`config.mk`:
```
export PLATFORM = sky130hd
export DESIGN_NAME = euler_totient_trial_division
export DESIGN_NICKNAME = d
export VERILOG_FILES = /design/src/sv/etd_pkg.sv /design/src/sv/etd_div.sv /design/src/sv/etd_seq.sv /design/src/sv/euler_totient_trial_division.sv
export SDC_FILE = /design/constraint.sdc
export NUM_CORES = 1
export LEC_CHECK = 0
export BUFFER_PORTS_ARGS = -buffer_cell sky130_fd_sc_hd__buf_2
export CORE_MARGIN = 3
export CORE_UTILIZATION = 57
export DETAILED_ROUTE_END_ITERATION = 10
export PLACE_DENSITY = 0.76
export REMOVE_ABC_BUFFERS = 1
export SYNTH_ARGS = -nofsm -noshare
export SYNTH_HDL_FRONTEND = slang
export SYNTH_SLANG_ARGS = --single-unit
```
`constraint.sdc`:
```
create_clock -name clk -period 3.8 [get_ports clk]
set_clock_uncertainty 0.1 [all_clocks]
set_input_delay 0 -clock clk [delete_from_list [all_inputs] [get_ports clk]]
set_output_delay 0 -clock clk [all_outputs]
set_load 0.005 [all_outputs]
```
`src/sv/etd_pkg.sv`:
```
`timescale 1ns / 1ps
// ----------------------------------------------------------------------------
// etd_pkg: shared types, constants and control store
// Holds the data width default, the control word layout and the microprogram
// that sequences the trial-division totient datapath.
// ----------------------------------------------------------------------------
package etd_pkg;

	localparam int ETD_DATA_WIDTH = 31;
	localparam int ETD_PC_W       = 5;

	typedef logic [ETD_PC_W-1:0] etd_pc_t;

	// datapath actions, one per control word
	typedef enum logic [2:0] {
		OP_NOP,
		OP_LOAD,    // take an input beat: answer = rest = n, d = 2
		OP_DIV_RD,  // start divider on rest / d
		OP_DIV_AD,  // start divider on answer / d
		OP_DIV_AR,  // start divider on answer / rest
		OP_REST_Q,  // rest = quotient
		OP_SUB,     // answer = answer - quotient
		OP_INC_D    // d = d + 1
	} etd_op_t;

	localparam etd_op_t OP_EMIT = OP_NOP;

	// jump conditions
	typedef enum logic [3:0] {
		C_NEVER,
		C_ALWAYS,
		C_NO_IN,
		C_ZERO,
		C_BUSY,
		C_Q_LT_D,
		C_R_NZ,
		C_REST_LE1,
		C_OUT_FULL
	} etd_cond_t;

	typedef struct packed {
		etd_op_t   op;
		logic      emit;
		etd_cond_t cond;
		etd_pc_t   target;
	} etd_uword_t;

	// status flags from datapath to sequencer
	typedef struct packed {
		logic in_acc;
		logic ans_zero;
		logic busy;
		logic q_lt_d;
		logic r_nz;
		logic rest_le1;
		logic out_full;
	} etd_status_t;

	// control from sequencer to datapath
	typedef struct packed {
		etd_op_t op;
		logic    emit;
	} etd_ctrl_t;

	// program labels
	localparam etd_pc_t PC_WAIT    = 5'd0;
	localparam etd_pc_t PC_CHKZ    = 5'd1;
	localparam etd_pc_t PC_LOOP    = 5'd2;
	localparam etd_pc_t PC_WAIT_RD = 5'd3;
	localparam etd_pc_t PC_TEST_SQ = 5'd4;
	localparam etd_pc_t PC_TEST_R  = 5'd5;
	localparam etd_pc_t PC_FIRST_Q = 5'd6;
	localparam etd_pc_t PC_DIV_AD  = 5'd7;
	localparam etd_pc_t PC_WAIT_AD = 5'd8;
	localparam etd_pc_t PC_SUB_D   = 5'd9;
	localparam etd_pc_t PC_STRIP   = 5'd10;
	localparam etd_pc_t PC_WAIT_ST = 5'd11;
	localparam etd_pc_t PC_TEST_ST = 5'd12;
	localparam etd_pc_t PC_STRIP_Q = 5'd13;
	localparam etd_pc_t PC_NEXT    = 5'd14;
	localparam etd_pc_t PC_TAIL    = 5'd15;
	localparam etd_pc_t PC_DIV_AR  = 5'd16;
	localparam etd_pc_t PC_WAIT_AR = 5'd17;
	localparam etd_pc_t PC_SUB_R   = 5'd18;
	localparam etd_pc_t PC_OUT     = 5'd19;
	localparam etd_pc_t PC_DONE    = 5'd20;

	// microprogram: when the condition holds jump to target, else fall through
	function automatic etd_uword_t etd_rom(input etd_pc_t pc);
		etd_uword_t w;
		w = '{op: OP_NOP, emit: 1'b0, cond: C_ALWAYS, target: PC_WAIT};
		case (pc)
			PC_WAIT:    w = '{OP_LOAD,   1'b0, C_NO_IN,    PC_WAIT};
			PC_CHKZ:    w = '{OP_NOP,    1'b0, C_ZERO,     PC_OUT};
			PC_LOOP:    w = '{OP_DIV_RD, 1'b0, C_NEVER,    PC_WAIT};
			PC_WAIT_RD: w = '{OP_NOP,    1'b0, C_BUSY,     PC_WAIT_RD};
			PC_TEST_SQ: w = '{OP_NOP,    1'b0, C_Q_LT_D,   PC_TAIL};
			PC_TEST_R:  w = '{OP_NOP,    1'b0, C_R_NZ,     PC_NEXT};
			PC_FIRST_Q: w = '{OP_REST_Q, 1'b0, C_NEVER,    PC_WAIT};
			PC_DIV_AD:  w = '{OP_DIV_AD, 1'b0, C_NEVER,    PC_WAIT};
			PC_WAIT_AD: w = '{OP_NOP,    1'b0, C_BUSY,     PC_WAIT_AD};
			PC_SUB_D:   w = '{OP_SUB,    1'b0, C_NEVER,    PC_WAIT};
			PC_STRIP:   w = '{OP_DIV_RD, 1'b0, C_NEVER,    PC_WAIT};
			PC_WAIT_ST: w = '{OP_NOP,    1'b0, C_BUSY,     PC_WAIT_ST};
			PC_TEST_ST: w = '{OP_NOP,    1'b0, C_R_NZ,     PC_NEXT};
			PC_STRIP_Q: w = '{OP_REST_Q, 1'b0, C_ALWAYS,   PC_STRIP};
			PC_NEXT:    w = '{OP_INC_D,  1'b0, C_ALWAYS,   PC_LOOP};
			PC_TAIL:    w = '{OP_NOP,    1'b0, C_REST_LE1, PC_OUT};
			PC_DIV_AR:  w = '{OP_DIV_AR, 1'b0, C_NEVER,    PC_WAIT};
			PC_WAIT_AR: w = '{OP_NOP,    1'b0, C_BUSY,     PC_WAIT_AR};
			PC_SUB_R:   w = '{OP_SUB,    1'b0, C_NEVER,    PC_WAIT};
			PC_OUT:     w = '{OP_EMIT,   1'b1, C_OUT_FULL, PC_OUT};
			PC_DONE:    w = '{OP_NOP,    1'b0, C_ALWAYS,   PC_WAIT};
			default:    w = '{OP_NOP,    1'b0, C_ALWAYS,   PC_WAIT};
		endcase
		return w;
	endfunction

endpackage

```
`src/sv/etd_div.sv`:
```
`timescale 1ns / 1ps
// ----------------------------------------------------------------------------
// etd_div: shared restoring divider
// Unsigned a / b, one quotient bit per cycle, DATA_WIDTH quotient bits per pass.
// Quotient and remainder hold until the next start.
// ----------------------------------------------------------------------------
module etd_div #(
	parameter int DATA_WIDTH = etd_pkg::ETD_DATA_WIDTH
) (
	input  logic                  clk,
	input  logic                  arst_n,
	input  logic                  start,
	input  logic [DATA_WIDTH-1:0] dividend,
	input  logic [DATA_WIDTH-1:0] divisor,
	output logic                  busy,
	output logic [DATA_WIDTH-1:0] quo,
	output logic [DATA_WIDTH-1:0] rem
);
	import etd_pkg::*;

	localparam int CNT_W = $clog2(DATA_WIDTH + 1);

	logic [CNT_W-1:0]      cnt_q;
	logic                  busy_q;
	logic [DATA_WIDTH-1:0] quo_q;
	logic [DATA_WIDTH-1:0] rem_q;
	logic [DATA_WIDTH-1:0] div_q;
	logic [DATA_WIDTH:0]   shifted;
	logic [DATA_WIDTH:0]   diff;

	// trial subtract of the shifted partial remainder
	assign shifted = {rem_q, quo_q[DATA_WIDTH-1]};
	assign diff    = shifted - {1'b0, div_q};

	// count the quotient bits left in a pass
	always_ff @(posedge clk or negedge arst_n) begin
		if (!arst_n) begin
			busy_q <= 1'b0;
			cnt_q  <= '0;
		end else if (start) begin
			busy_q <= 1'b1;
			cnt_q  <= CNT_W'(DATA_WIDTH);
		end else if (busy_q) begin
			cnt_q  <= cnt_q - 1'b1;
			busy_q <= (cnt_q != CNT_W'(1));
		end
	end

	// advance one quotient bit
	always_ff @(posedge clk) begin
		if (start) begin
			quo_q <= dividend;
			rem_q <= '0;
			div_q <= divisor;
		end else if (busy_q) begin
			if (!diff[DATA_WIDTH]) begin
				rem_q <= diff[DATA_WIDTH-1:0];
				quo_q <= {quo_q[DATA_WIDTH-2:0], 1'b1};
			end else begin
				rem_q <= shifted[DATA_WIDTH-1:0];
				quo_q <= {quo_q[DATA_WIDTH-2:0], 1'b0};
			end
		end
	end

	assign busy = busy_q;
	assign quo  = quo_q;
	assign rem  = rem_q;

endmodule

```
`src/sv/etd_seq.sv`:
```
`timescale 1ns / 1ps
// ----------------------------------------------------------------------------
// etd_seq: microcode sequencer
// Step counter over the control store, with conditional jumps on the
// datapath status flags.
// ----------------------------------------------------------------------------
module etd_seq (
	input  logic                 clk,
	input  logic                 arst_n,
	input  etd_pkg::etd_status_t status,
	output etd_pkg::etd_ctrl_t   ctrl
);
	import etd_pkg::*;

	etd_pc_t    pc_q;
	etd_uword_t uw;
	logic       take;

	assign uw = etd_rom(pc_q);

	// evaluate the jump condition
	always_comb begin
		case (uw.cond)
			C_NEVER:    take = 1'b0;
			C_ALWAYS:   take = 1'b1;
			C_NO_IN:    take = !status.in_acc;
			C_ZERO:     take = status.ans_zero;
			C_BUSY:     take = status.busy;
			C_Q_LT_D:   take = status.q_lt_d;
			C_R_NZ:     take = status.r_nz;
			C_REST_LE1: take = status.rest_le1;
			C_OUT_FULL: take = status.out_full;
			default:    take = 1'b1;
		endcase
	end

	// advance the step counter
	always_ff @(posedge clk or negedge arst_n) begin
		if (!arst_n) begin
			pc_q <= PC_WAIT;
		end else if (take) begin
			pc_q <= uw.target;
		end else begin
			pc_q <= pc_q + 1'b1;
		end
	end

	assign ctrl = '{op: uw.op, emit: uw.emit};

endmodule

```
`src/sv/euler_totient_trial_division.sv`:
```
`timescale 1ns / 1ps
// ----------------------------------------------------------------------------
// euler_totient_trial_division: Euler totient by trial division
// Microcoded sequencer driving a small datapath and one shared divider.
// ----------------------------------------------------------------------------
// One value is worked on at a time. Latency depends on the input. Each trial
// divisor costs one divider pass, during which the sequencer waits, plus the
// control steps that start the pass, test the quotient and remainder and step
// the divisor. Each prime factor found costs one more pass for the answer
// update, one pass per further power stripped and one last pass that fails to
// divide. The loop runs up to sqrt(n) divisors. A zero input goes straight
// from the zero check to the output, and an input of one takes a single
// divider pass. A large prime near 2^31 tries about 46341 divisors, and the
// shared divider sets its pace. A finished result waits in an output register,
// so the next value is taken while the previous result is still unread.
// ----------------------------------------------------------------------------
module euler_totient_trial_division #(
	parameter int DATA_WIDTH = etd_pkg::ETD_DATA_WIDTH
) (
	input  logic                  clk,
	input  logic                  arst_n,
	input  logic                  in_valid,
	output logic                  in_ready,
	input  logic [DATA_WIDTH-1:0] value_in,
	output logic                  out_valid,
	input  logic                  out_ready,
	output logic [DATA_WIDTH-1:0] totient
);
	import etd_pkg::*;

	etd_status_t status;
	etd_ctrl_t   ctrl;

	logic [DATA_WIDTH-1:0] answer_q;
	logic [DATA_WIDTH-1:0] rest_q;
	logic [DATA_WIDTH-1:0] d_q;
	logic [DATA_WIDTH-1:0] tot_q;
	logic                  out_valid_q;
	logic                  in_acc;
	logic                  div_start;
	logic                  div_busy;
	logic [DATA_WIDTH-1:0] div_a;
	logic [DATA_WIDTH-1:0] div_b;
	logic [DATA_WIDTH-1:0] div_quo;
	logic [DATA_WIDTH-1:0] div_rem;

	assign in_ready = (ctrl.op == OP_LOAD);
	assign in_acc   = in_valid && in_ready;

	// pick divider operands
	always_comb begin
		div_start = 1'b0;
		div_a     = rest_q;
		div_b     = d_q;
		case (ctrl.op)
			OP_DIV_RD: begin
				div_start = 1'b1;
			end
			OP_DIV_AD: begin
				div_start = 1'b1;
				div_a     = answer_q;
			end
			OP_DIV_AR: begin
				div_start = 1'b1;
				div_a     = answer_q;
				div_b     = rest_q;
			end
			default: begin
				div_start = 1'b0;
			end
		endcase
	end

	etd_div #(.DATA_WIDTH(DATA_WIDTH)) u_div (
		.clk      (clk),
		.arst_n   (arst_n),
		.start    (div_start),
		.dividend (div_a),
		.divisor  (div_b),
		.busy     (div_busy),
		.quo      (div_quo),
		.rem      (div_rem)
	);

	// status flags for the sequencer
	assign status = '{
		in_acc:   in_acc,
		ans_zero: (answer_q == '0),
		busy:     div_busy,
		q_lt_d:   (div_quo < d_q),
		r_nz:     (div_rem != '0),
		rest_le1: (rest_q <= DATA_WIDTH'(1)),
		out_full: out_valid_q
	};

	etd_seq u_seq (
		.clk    (clk),
		.arst_n (arst_n),
		.status (status),
		.ctrl   (ctrl)
	);

	// working registers
	always_ff @(posedge clk) begin
		case (ctrl.op)
			OP_LOAD: begin
				if (in_acc) begin
					answer_q <= value_in;
					rest_q   <= value_in;
					d_q      <= DATA_WIDTH'(2);
				end
			end
			OP_REST_Q: rest_q   <= div_quo;
			OP_SUB:    answer_q <= answer_q - div_quo;
			OP_INC_D:  d_q      <= d_q + 1'b1;
			default: begin
			end
		endcase
	end

	// output register: load on emit when empty, drop on beat taken
	always_ff @(posedge clk or negedge arst_n) begin
		if (!arst_n) begin
			out_valid_q <= 1'b0;
		end else if (ctrl.emit && !out_valid_q) begin
			out_valid_q <= 1'b1;
		end else if (out_ready) begin
			out_valid_q <= 1'b0;
		end
	end

	always_ff @(posedge clk) begin
		if (ctrl.emit && !out_valid_q) begin
			tot_q <= answer_q;
		end
	end

	assign out_valid = out_valid_q;
	assign totient   = tot_q;

endmodule

```
==> metrics <==
min cycle time layout 3.390 ns; Die Wd 167.7 um; Hold WS 0.05955 ns; post-CTS sizing 0; register area share after synthesis 43.68%; RSZ-0062 raised after global routing false; Tcrit/Tclk final a little under 90%; CTS tree built; Max Root-Sink Buffers 3; FF-to-FF path depth 11; WHS Path Cells 3; Die Area 0.02811 mm2; Highest Signal Layer met4; fin cells 2040; maximum vdd drop 590.7 uV; worst reg2reg setup slack 0.41 ns; DP Area 0.01560 mm2; status complete, no violations; die height 167.7 um; vias in the first global route approximately 12000; reg-to-reg endpoint u_div.quo[7]; Finished Core Util 66.33%; clock sinks 229; max cap viols 0; Seq cells post-synth 229; Synth Cell Area 0.01490 mm2; Yosys Warn Count 0; final setup violation count 0; total power 16.31 mW; Hold Vio Cnt, Final 0; drt first pass iters 6; via count 12565; power density cells approximately 970 mW/mm2; area of the core approximately 0.025 mm2; clock root buffer master clkbuf_16; Via density 6.159; Slowest cell on crit path dfrtp_1; first-pass GRT wire length 62940 um; metal1 wirelength 16950 um; Post-Syn Instances 1602; number of port buffers 67; Inst Count DP 1956; Distinct cells, synth 80; cell mode on critical path a21oi_1; Async S/R FF share, synth 5.240%; Worst Hold Path EP out_valid; # diodes 0; Hold Crit Class input port to flop; Setup TNS 0 ns; Overflow after GRT 0; pre-CTS setup slack 0.4999 ns; Mean Syn Cell Area 9.298 um2; commonest register cell after synthesis edfxtp_1; most frequent cells in the layout edfxtp_1, nand2_1, o21ai_0; crit path launch type flop; Post-synth EDFFs approximately 190; Layout area overhead 13.10%; crit path cell chain inv_1 > ha_1 > a21oi_1 > a211oi_1 > a21oi_1 > inv_2 > nor3_4 > nor2_4 > buf_4 > mux2i_1 > o21ai_0; largest net degree at the start of global routing 97; Crit Reg-Reg Startpoint u_seq.pc_q[1]; Clock H-tree levels 1; Nets 1828; num ports 68; hpwl dp 27400 um; Routed Antenna Nets 0; routed wire length 38810 um; Hold Crit Start out_ready; post-CTS setup buffer count 0; critical path data arrival time approximately 3.6 ns; worst setup margin slightly above 0.4 ns; Worst-path clk slew 0.06 ns; Fmax 295.0 MHz; worst slew pin tran 0.7230 ns; initial core utilization 58.65%; Final Instance Area 0.01685 mm2; LEAKAGE 6.952 nW; Critical Path RT 3.96 ns; Placer Congestion 0.9337; layout cells sized above 1 9.942%; Iter 0 DRT Violations 1133; Clock Latency Late Sink 0.55 ns; met3 WL post-DR 2789 um; drt wl/cell 19.02 um; CTS buffer count 27; DRC 0; Slew HR 51.57%; met2 WL 18010 um; cell row count 58; CP peak stage delay 0.51 ns; CP Capture Type flop; Final Max Slew Viols 0; critical path type flop to flop; commonest non-fill, non-tap cell in the layout edfxtp_1; number of hold buffers added after CTS 34; Total GRT Usage 27.08%; initial antenna violation count 0; CP max FO 21
==> report_power, final <==
part,total [mW],switching [mW],internal (mW)
combinational,8.89,5.40,3.49
clock,2.61,1.07,1.55
sequential,4.81,0.784,4.02
total,16.3,7.25,9.06
==> sequential cells by signal (all words and copies together), names as in the netlist <==
register,flops
d_q,31
u_div.busy,1
rest_q,31
u_div.quo,31
answer_q,31
u_div.rem,31
totient,31
u_div.div_q,31
u_seq.pc_q,5
u_div.cnt_q,5
out_valid,1
==> how the worst max path moves through the flow <==
stage | start | slack (ns) | cells past startpoint | to
final | u_seq.pc_q[1] | 0.41 | 11 | u_div.quo[7]
after global routing | answer_q[0] | 0.25 | 11 | answer_q[22]
after CTS | u_seq.pc_q[1] | 0.48 | 11 | u_div.quo[7]
after detailed placement | u_seq.pc_q[1] | 0.50 | 11 | u_div.quo[7]
after global placement | answer_q[0] | 0.61 | 11 | answer_q[30]
after floorplan | u_seq.pc_q[1] | -3.75 | 11 | u_div.rem[0]
==> synthesized netlist by cell type (6+ instances only) <==
cell type,count,area [um2]
edfxtp_1,186,5585
nand2_1,178,668.1
o21ai_0,158,790.8
inv_1,125,469.2
ha_1,102,1276
nor2_1,94,352.8
a21oi_1,67,335.3
clkbuf_1,56,210.2
nand3_1,55,275.3
xnor2_1,52,455.4
o21ai_1,44,220.2
mux2i_1,41,410.4
nor3_1,41,205.2
a31oi_1,33,206.5
dfxtp_1,31,620.6
a21o_1,25,187.7
nor4_1,25,156.4
o21a_1,23,172.7
xor2_1,22,192.7
nand4_1,19,118.9
a211oi_1,14,105.1
o211ai_1,14,105.1
dfrtp_1,12,300.3
nor2b_1,12,75.07
o31ai_1,12,90.09
or3_1,12,75.07
and3_1,11,68.82
nand2b_1,11,68.82
nor3b_1,9,67.56
buf_2,8,40.04
o21bai_1,7,52.55
a21boi_0,6,45.04
o41ai_1,6,52.55
or2_2,6,37.54
==> area by class of cell <==
cell class | instances | area [um2]
Fill cell | 2010 | 8553
Multi-Input combinational cell | 1178 | 7672
Sequential cell | 229 | 6506
Timing Repair Buffer | 126 | 875.8
Clock buffer | 39 | 810.8
Inverter | 127 | 476.7
Tap cell | 330 | 412.9
Clock inverter | 11 | 91.34
==> critical path, delay by kind of cell, from the launching register on <==
kind                       cells  cell delay [ns]
AOI/OAI and AO/OA              4             0.59
buffers and inverters          3             0.73
DFF                            1             0.51
muxes                          1             0.23
adders and majority gates      1             0.38
and+or+nand+nor                2             0.53
==> kinds of logic (layout without fill, tap and decap cells) <==
family          count (synthesis)  count (layout)  synth area share (%)
mux                            46              46                 3.133
fa+ha+maj                     104             104                 8.837
flops                         229             229                 43.68
compound gates                454             454                 18.71
simple gates                  500             500                 16.25
xor+xnor                       74              74                 4.351
buf+inv                       195             303                 5.040
==> layer usage <==
metal	vias to the layer above	GRT usage (%)
met5	-	0
met4	0	7.826
met3	68	3.352
met2	530	44.40
met1	5915	38.17
li1	6052	-
Power figures use the tool's default switching activity.
